===== src/acsw_pkg.sv =====
`default_nettype none

package acsw_pkg;

    localparam int TIME_BITS_DEF  = 48;
    localparam int COUNT_BITS_DEF = 32;

    // Fixed field widths on the stream ports.
    localparam int CMD_BITS    = 3;
    localparam int NOW_BITS    = 48;
    localparam int VALUE_BITS  = 48;
    localparam int STATUS_BITS = 2;
    localparam int IN_BYTES_W  = 56;
    localparam int OUT_BYTES_W = 56;

    typedef enum logic [CMD_BITS-1:0] {
        CMD_START   = 3'd0,
        CMD_STOP    = 3'd1,
        CMD_ELAPSED = 3'd2,
        CMD_LAST    = 3'd3,
        CMD_AVERAGE = 3'd4,
        CMD_CLEAR   = 3'd5
    } t_cmd;

    typedef enum logic [STATUS_BITS-1:0] {
        ST_OK    = 2'd0,
        ST_STATE = 2'd1,
        ST_RANGE = 2'd2
    } t_status;

    typedef enum logic [1:0] {
        MODE_EMPTY   = 2'd0,
        MODE_RUNNING = 2'd1,
        MODE_STOPPED = 2'd2
    } t_mode;

    typedef enum logic [1:0] {
        S_IDLE = 2'd0,
        S_ADD  = 2'd1,
        S_DIV  = 2'd2,
        S_FIN  = 2'd3
    } t_state;

endpackage

`default_nettype wire


===== src/accumulating_stopwatch.sv =====
// A stop or elapsed item while running, or an average with at least one sample, passes
// through the bit-serial add/subtract pass or the one-bit-per-cycle restoring divider before
// S_FIN; every other item goes straight to S_FIN. S_FIN registers the result once the output
// is free. A new item is accepted only in S_IDLE, so one item is handled at a time.
// Reset: synchronous, active low; clears the stopwatch state and the output valid flag.
`default_nettype none

module accumulating_stopwatch #(
    parameter int TIME_BITS  = acsw_pkg::TIME_BITS_DEF,
    parameter int COUNT_BITS = acsw_pkg::COUNT_BITS_DEF
) (
    input  wire logic                           i_clk,
    input  wire logic                           i_rst_n,
    input  wire logic                           i_s_tvalid,
    output logic                                o_s_tready,
    // [2:0] cmd, [50:3] now, [55:51] zero
    input  wire logic [acsw_pkg::IN_BYTES_W-1:0]  i_s_tdata,
    output logic                                o_m_tvalid,
    input  wire logic                           i_m_tready,
    // [47:0] value, [49:48] status, [55:50] zero
    output logic      [acsw_pkg::OUT_BYTES_W-1:0] o_m_tdata
);

    import acsw_pkg::*;

    localparam int CNT_W = $clog2(TIME_BITS);

    t_state                r_state, n_state;
    t_mode                 r_mode;
    t_cmd                  r_cmd;
    logic [TIME_BITS-1:0]  r_start, r_total, r_last;
    logic [COUNT_BITS-1:0] r_count;

    // Serial work registers.
    logic [TIME_BITS-1:0]  r_a, r_b, r_c, r_span, r_sum, r_quo;
    logic [COUNT_BITS-1:0] r_rem;
    logic [CNT_W-1:0]      r_cnt;
    logic                  r_borrow, r_carry;

    logic                  r_out_valid;
    logic [VALUE_BITS-1:0] r_value;
    t_status               r_status;

    t_cmd                  in_cmd;
    logic [TIME_BITS-1:0]  in_now;
    logic                  accept, out_free, last_bit;
    logic                  span_bit, n_borrow, sum_bit, n_carry;
    logic [COUNT_BITS:0]   rem_sh;
    logic [COUNT_BITS+1:0] rem_diff;
    logic                  rem_ge;
    logic                  count_zero, count_full;

    assign in_cmd     = t_cmd'(i_s_tdata[CMD_BITS-1:0]);
    assign in_now     = TIME_BITS'(i_s_tdata[CMD_BITS +: NOW_BITS]);
    assign o_s_tready = (r_state == S_IDLE);
    assign accept     = i_s_tvalid && o_s_tready;
    assign out_free   = !r_out_valid || i_m_tready;
    assign last_bit   = (r_cnt == CNT_W'(TIME_BITS - 1));
    assign count_zero = (r_count == '0);
    assign count_full = (r_count == '1);

    // One bit of now - start and of total + span per cycle, LSB first.
    assign span_bit = r_a[0] ^ r_b[0] ^ r_borrow;
    assign n_borrow = (~r_a[0] & r_b[0]) | (~(r_a[0] ^ r_b[0]) & r_borrow);
    assign sum_bit  = span_bit ^ r_c[0] ^ r_carry;
    assign n_carry  = (span_bit & r_c[0]) | (span_bit & r_carry) | (r_c[0] & r_carry);

    // Restoring division step: shift one dividend bit into the remainder.
    assign rem_sh   = {r_rem, r_quo[TIME_BITS-1]};
    assign rem_diff = {1'b0, rem_sh} - {2'b00, r_count};
    assign rem_ge   = ~rem_diff[COUNT_BITS+1];

    assign o_m_tvalid = r_out_valid;
    assign o_m_tdata  = {{(OUT_BYTES_W - VALUE_BITS - STATUS_BITS){1'b0}}, r_status, r_value};

    always_comb begin
        n_state = r_state;
        case (r_state)
            S_IDLE: begin
                if (accept) begin
                    if ((in_cmd == CMD_STOP || in_cmd == CMD_ELAPSED)
                        && r_mode == MODE_RUNNING) begin
                        n_state = S_ADD;
                    end else if (in_cmd == CMD_AVERAGE && !count_zero) begin
                        n_state = S_DIV;
                    end else begin
                        n_state = S_FIN;
                    end
                end
            end
            S_ADD, S_DIV: begin
                if (last_bit) begin
                    n_state = S_FIN;
                end
            end
            S_FIN: begin
                if (out_free) begin
                    n_state = S_IDLE;
                end
            end
            default: n_state = S_IDLE;
        endcase
    end

    always_ff @(posedge i_clk) begin
        if (!i_rst_n) begin
            r_state <= S_IDLE;
        end else begin
            r_state <= n_state;
        end
    end

    // Work registers carry payload only and need no reset.
    always_ff @(posedge i_clk) begin
        case (r_state)
            S_IDLE: begin
                if (accept) begin
                    r_cmd    <= in_cmd;
                    r_a      <= in_now;
                    r_b      <= r_start;
                    r_c      <= r_total;
                    r_quo    <= r_total;
                    r_rem    <= '0;
                    r_cnt    <= '0;
                    r_borrow <= 1'b0;
                    r_carry  <= 1'b0;
                end
            end
            S_ADD: begin
                r_a      <= r_a >> 1;
                r_b      <= r_b >> 1;
                r_c      <= r_c >> 1;
                r_span   <= {span_bit, r_span[TIME_BITS-1:1]};
                r_sum    <= {sum_bit, r_sum[TIME_BITS-1:1]};
                r_borrow <= n_borrow;
                r_carry  <= n_carry;
                r_cnt    <= r_cnt + 1'b1;
            end
            S_DIV: begin
                r_quo <= {r_quo[TIME_BITS-2:0], rem_ge};
                r_rem <= rem_ge ? rem_diff[COUNT_BITS-1:0] : rem_sh[COUNT_BITS-1:0];
                r_cnt <= r_cnt + 1'b1;
            end
            default: ;
        endcase
    end

    always_ff @(posedge i_clk) begin
        if (!i_rst_n) begin
            r_mode      <= MODE_EMPTY;
            r_start     <= '0;
            r_total     <= '0;
            r_last      <= '0;
            r_count     <= '0;
            r_out_valid <= 1'b0;
        end else begin
            if (r_out_valid && i_m_tready) begin
                r_out_valid <= 1'b0;
            end
            if (r_state == S_FIN && out_free) begin
                r_out_valid <= 1'b1;
                r_value     <= '0;
                r_status    <= ST_OK;
                case (r_cmd)
                    CMD_START: begin
                        if (r_mode == MODE_RUNNING) begin
                            r_status <= ST_STATE;
                        end else begin
                            r_start <= r_a;
                            r_mode  <= MODE_RUNNING;
                        end
                    end
                    CMD_STOP: begin
                        if (r_mode != MODE_RUNNING) begin
                            r_status <= ST_STATE;
                        end else if (r_borrow || r_carry || count_full) begin
                            r_status <= ST_RANGE;
                        end else begin
                            r_last  <= r_span;
                            r_total <= r_sum;
                            r_count <= r_count + 1'b1;
                            r_mode  <= MODE_STOPPED;
                            r_value <= VALUE_BITS'(r_span);
                        end
                    end
                    CMD_ELAPSED: begin
                        if (r_mode != MODE_RUNNING) begin
                            r_value <= VALUE_BITS'(r_total);
                        end else if (r_borrow || r_carry) begin
                            // Saturate to the largest time value.
                            r_value <= VALUE_BITS'({TIME_BITS{1'b1}});
                        end else begin
                            r_value <= VALUE_BITS'(r_sum);
                        end
                    end
                    CMD_LAST: begin
                        if (count_zero) begin
                            r_status <= ST_STATE;
                        end else begin
                            r_value <= VALUE_BITS'(r_last);
                        end
                    end
                    CMD_AVERAGE: begin
                        if (count_zero) begin
                            r_status <= ST_STATE;
                        end else begin
                            r_value <= VALUE_BITS'(r_quo);
                        end
                    end
                    CMD_CLEAR: begin
                        r_mode  <= MODE_EMPTY;
                        r_start <= '0;
                        r_total <= '0;
                        r_last  <= '0;
                        r_count <= '0;
                    end
                    default: r_status <= ST_STATE;
                endcase
            end
        end
    end

endmodule

`default_nettype wire

===== config.mk =====
export PLATFORM = sky130hd
export DESIGN_NAME = accumulating_stopwatch
export DESIGN_NICKNAME = d
export VERILOG_FILES = /design/src/acsw_pkg.sv /design/src/accumulating_stopwatch.sv
export SDC_FILE = /design/constraint.sdc
export NUM_CORES = 1
export LEC_CHECK = 0
export BUFFER_PORTS_ARGS = -buffer_cell sky130_fd_sc_hd__buf_2
export CAP_MARGIN = 5
export CORE_MARGIN = 8
export CORE_UTILIZATION = 40
export CTS_CLUSTER_SIZE = 24
export DETAILED_ROUTE_END_ITERATION = 16
export HOLD_SLACK_MARGIN = 0.08
export PLACE_DENSITY = 0.54
export SYNTH_ARGS = -nofsm -noshare
export SYNTH_HDL_FRONTEND = slang
export SYNTH_SLANG_ARGS = --single-unit

===== constraint.sdc =====
create_clock -name i_clk -period 28.6 [get_ports i_clk]
set_input_delay 5.72 -clock i_clk [delete_from_list [all_inputs] [get_ports i_clk]]
set_output_delay 5.72 -clock i_clk [all_outputs]
set_load 0.02 [all_outputs]

==> run metrics <==
worst flop-to-flop path startpoint=r_count[0]$_SDFFE_PN0P_; Final Power=between 0.002 and 0.003 W; initial antenna violation count=0; peak supply drop=0.0515 mV; RePlAce Congestion=0.838; final worst path period share=~28%; hold buffer count at CTS=0; Warnings, synthesis=0; initial DRC count=around 1100; worst hold path type=reg2reg; worst r2r path cells=11; Hold EP=r_last[2]$_SDFFE_PN0P_; Slew @ Worst Pin=between 1 and 1.5 ns; H-tree Lvls=2; IO Port Bufs=roughly 110; post-synthesis async set-or-reset flop share=0%; GR Overflow Total=0; crit path time final=roughly 8 ns; Die X=roughly 260 um; Initial Util=40.3%; full die area=70200 um^2; count of clock tree sinks=between 500 and 600; Worst-path clk slew=0.06 ns; Final Core Density=between 40 and 50%; CTS tree=done; Setup violations, final=0; DRC viols=0; Worst setup EP type=register; MaxCap Viol Count=0; HP Start=r_last[2]$_SDFFE_PN0P_; post-route cell area=28000 um^2; post-DR vias/cell=5.64; post-cts gate resize count=0; share of layout cells above drive strength 1=around 20%; worst-skew pair later-pin latency=roughly 0.62 ns; Slew Viols, Final=0; worst path required time=between 20 and 30 ns; dpl cells=roughly 2900; ys flop type=edfxtp_1; post-synth top area share=46.1%; Area contributors post-synth=edfxtp_1, dfxtp_1, mux2_2, a21oi_1, nand2_1; Fillers=roughly 5600; Hold Violations, Final=0; number of global-route vias before repair=around 17000; n_diodes=0; cell area power density=97.2 nW/um^2; number of synthesized flops with an enable pin=about 380; Worst Setup Path Type=in2reg; GR Util All Layers=16.2%; synthesized cell area=around 25000 um^2; setup TNS=0 ns; first-pass GRT wire length=roughly 94 mm; Ports=between 100 and 150; clk_skew=0.0239 ns; row cnt=slightly above 90; WP data arrival=approximately 8.5 ns; largest net degree at the start of global routing=between 150 and 200; Avg WL per Cell=around 20 um; CTS max path bufs=3; Syn Area/Cell=between 10 and 15 um^2; Max FO, Critical Path=53; Fmax achieved=~130 MHz; Startpoint Class=input pin; drt total wl=roughly 58 mm; area delta synth->final=13.0%; hold path cells=2; P_leak=~9.5 nW; Final Net Count=roughly 2200; Yosys top cell by area=edfxtp_1; cell count after synthesis=2084; routed vias=around 17000; DP Area=26000 um^2; postcts setup bufs=0; sequential share of the synthesized area=about three fifths; DIE HEIGHT=roughly 260 um; antenna-violating nets left=0; R2R setup slack=between 20 and 25 ns; root buf cell=clkbuf_16; reg-to-reg endpoint=r_total[42]$_SDFFE_PN0P_; outcome=finished, final reports clean; RSZ-0062 raised after global routing=false; Netlist cell types=just under 70; Core Footprint=slightly above 60000 um^2; Max-slew headroom=a little over a fifth; FF+latch count, synth=between 500 and 600; DP Wirelength=approximately 33 mm; CTS Buf Count=60; number of detailed-route iterations in the first pass=6; post-route insts no fill=roughly 3000
==> per-stage QoR <==
step | setup slack (ns) | hold slack [ns]
global placement | 20.01 | 0.437
floorplan | 13.96 | 0.432
CTS | 20.64 | 0.451
global route | 20.44 | 0.468
detailed placement | 19.99 | 0.443
finish | 20.61 | 0.451
==> area by class of cell <==
type / instances / area [um^2] / area share [%]
inverter: 56 / 215 / 0.768
timing repair buffer: 129 / 728 / 2.60
clock inverter: 44 / 450 / 1.61
multi-input combinational: 1321 / 8960 / 32.0
clock buffer: 70 / 1600 / 5.71
sequential: 562 / 15100 / 53.8
tap: 790 / 988 / 3.53
==> sequential cells by signal (all words and copies together), names as in the netlist, 2 cells and up <==
| name | cells |
|---|---|
| r_rem | 32 |
| r_value | 48 |
| r_span | 48 |
| r_a | 48 |
| r_state | 2 |
| r_start | 48 |
| r_last | 48 |
| r_mode | 2 |
| r_b | 48 |
| r_cmd | 3 |
| r_quo | 48 |
| r_c | 48 |
| r_status | 2 |
| r_cnt | 6 |
| r_sum | 48 |
| r_count | 32 |
| r_total | 48 |
==> routing by layer <==
metal	track usage (%)	up-vias	wire length [um]	share of wire [%]
li1	-	7885	-	-
met1	20.7	8341	25900	44
met2	28.0	421	28500	49
met3	2.44	105	2610	4.5
met4	4.92	0	1340	2.3
met5	0	-	0	0
==> cell usage after synthesis, types with 3 or more instances <==
library cell / count
buf_2: 31
nor3b_1: 12
buf_4: 6
o221ai_1: 50
dfxtp_1: 181
nor2b_1: 8
nor2_1: 127
a21oi_1: 162
a311oi_1: 3
xor2_1: 18
mux2_2: 187
nand3_1: 118
a31oi_1: 7
nand4_1: 13
o211ai_1: 49
and3_1: 6
a211oi_1: 6
buf_1: 6
o22ai_1: 8
nand2_1: 210
and2_1: 3
nor3_1: 26
inv_1: 55
or3_1: 10
mux2i_1: 20
xnor2_1: 17
a41oi_1: 3
a21boi_0: 3
nand2b_1: 5
buf_6: 9
o21ai_0: 44
a21o_1: 10
a22oi_1: 96
ha_1: 40
fa_1: 3
clkbuf_1: 98
edfxtp_1: 381
nor4_1: 11
==> worst max-delay path, cell delays in order <==
cell,delay [ns]
buf_2,0.09
nor2b_1,0.05
or3_1,0.47
nor2_4,0.54
buf_4,0.66
buf_4,0.62
nand3_1,0.17
a21oi_1,0.18
==> placed cells by master (no fill, tap or decap), types with 4 or more instances in the layout <==
master | Yosys | final
clkbuf_1 | 98 | 5
nand3_1 | 118 | 118
nor2_1 | 127 | 122
nor2_4 | 0 | 5
a21oi_1 | 162 | 162
buf_4 | 6 | 21
clkbuf_8 | 0 | 4
clkinv_1 | 1 | 15
buf_2 | 31 | 106
xor2_1 | 18 | 18
a22oi_1 | 96 | 96
o211ai_1 | 49 | 49
nor3b_1 | 12 | 10
inv_1 | 55 | 55
and3_1 | 6 | 6
ha_1 | 40 | 38
dfxtp_1 | 181 | 181
o22ai_1 | 8 | 8
nand2b_1 | 5 | 5
o21ai_0 | 44 | 42
a31oi_1 | 7 | 7
o221ai_1 | 50 | 50
nor4_1 | 11 | 11
nand4_1 | 13 | 13
mux2_2 | 187 | 187
clkbuf_16 | 0 | 61
xnor2_1 | 17 | 17
clkinv_2 | 0 | 15
a211oi_1 | 6 | 6
conb_1 | 1 | 6
or3_1 | 10 | 10
nand2_1 | 210 | 209
nor3_1 | 26 | 25
bufinv_16 | 0 | 8
nor2b_1 | 8 | 7
edfxtp_1 | 381 | 381
mux2i_1 | 20 | 20
a21o_1 | 10 | 10
==> cells by family (layout without fill, tap and decap cells) <==
logic type                 after synthesis  count (layout)  synth area share [%]
AOI/OAI and AO/OA                      462             462                  12.3
buffers and inverters                  206             299                  3.64
adders and majority gates               43              43                  2.26
other                                    1               6                0.0151
DFF                                    562             562                  60.8
and+or+nand+nor                        568             568                  10.5
xor gates and xnor gates                35              35                  1.24
muxes                                  207             207                  9.30
==> how the worst max path moves through the flow <==
stage,from,to,slack (ns),cells after the start
5_1_grt,i_m_tready,r_total[42]$_SDFFE_PN0P_,20.44,8
6_report,i_m_tready,r_total[42]$_SDFFE_PN0P_,20.61,8
4_1_cts,i_m_tready,r_total[28]$_SDFFE_PN0P_,20.64,8
3_5_place_dp,i_m_tready,r_total[28]$_SDFFE_PN0P_,19.99,8
2_1_floorplan,r_state[1]$_SDFFE_PN0P_,r_a[0]$_DFFE_PP_,13.96,6
3_3_place_gp,i_m_tready,r_last[29]$_SDFFE_PN0P_,20.01,8
==> power breakdown <==
part / internal, W / switching, W
sequential: 0.00116 / 0.000110
combinational: 0.000253 / 0.000399
clock: 0.000472 / 0.000328
Power figures use the tool's default switching activity.
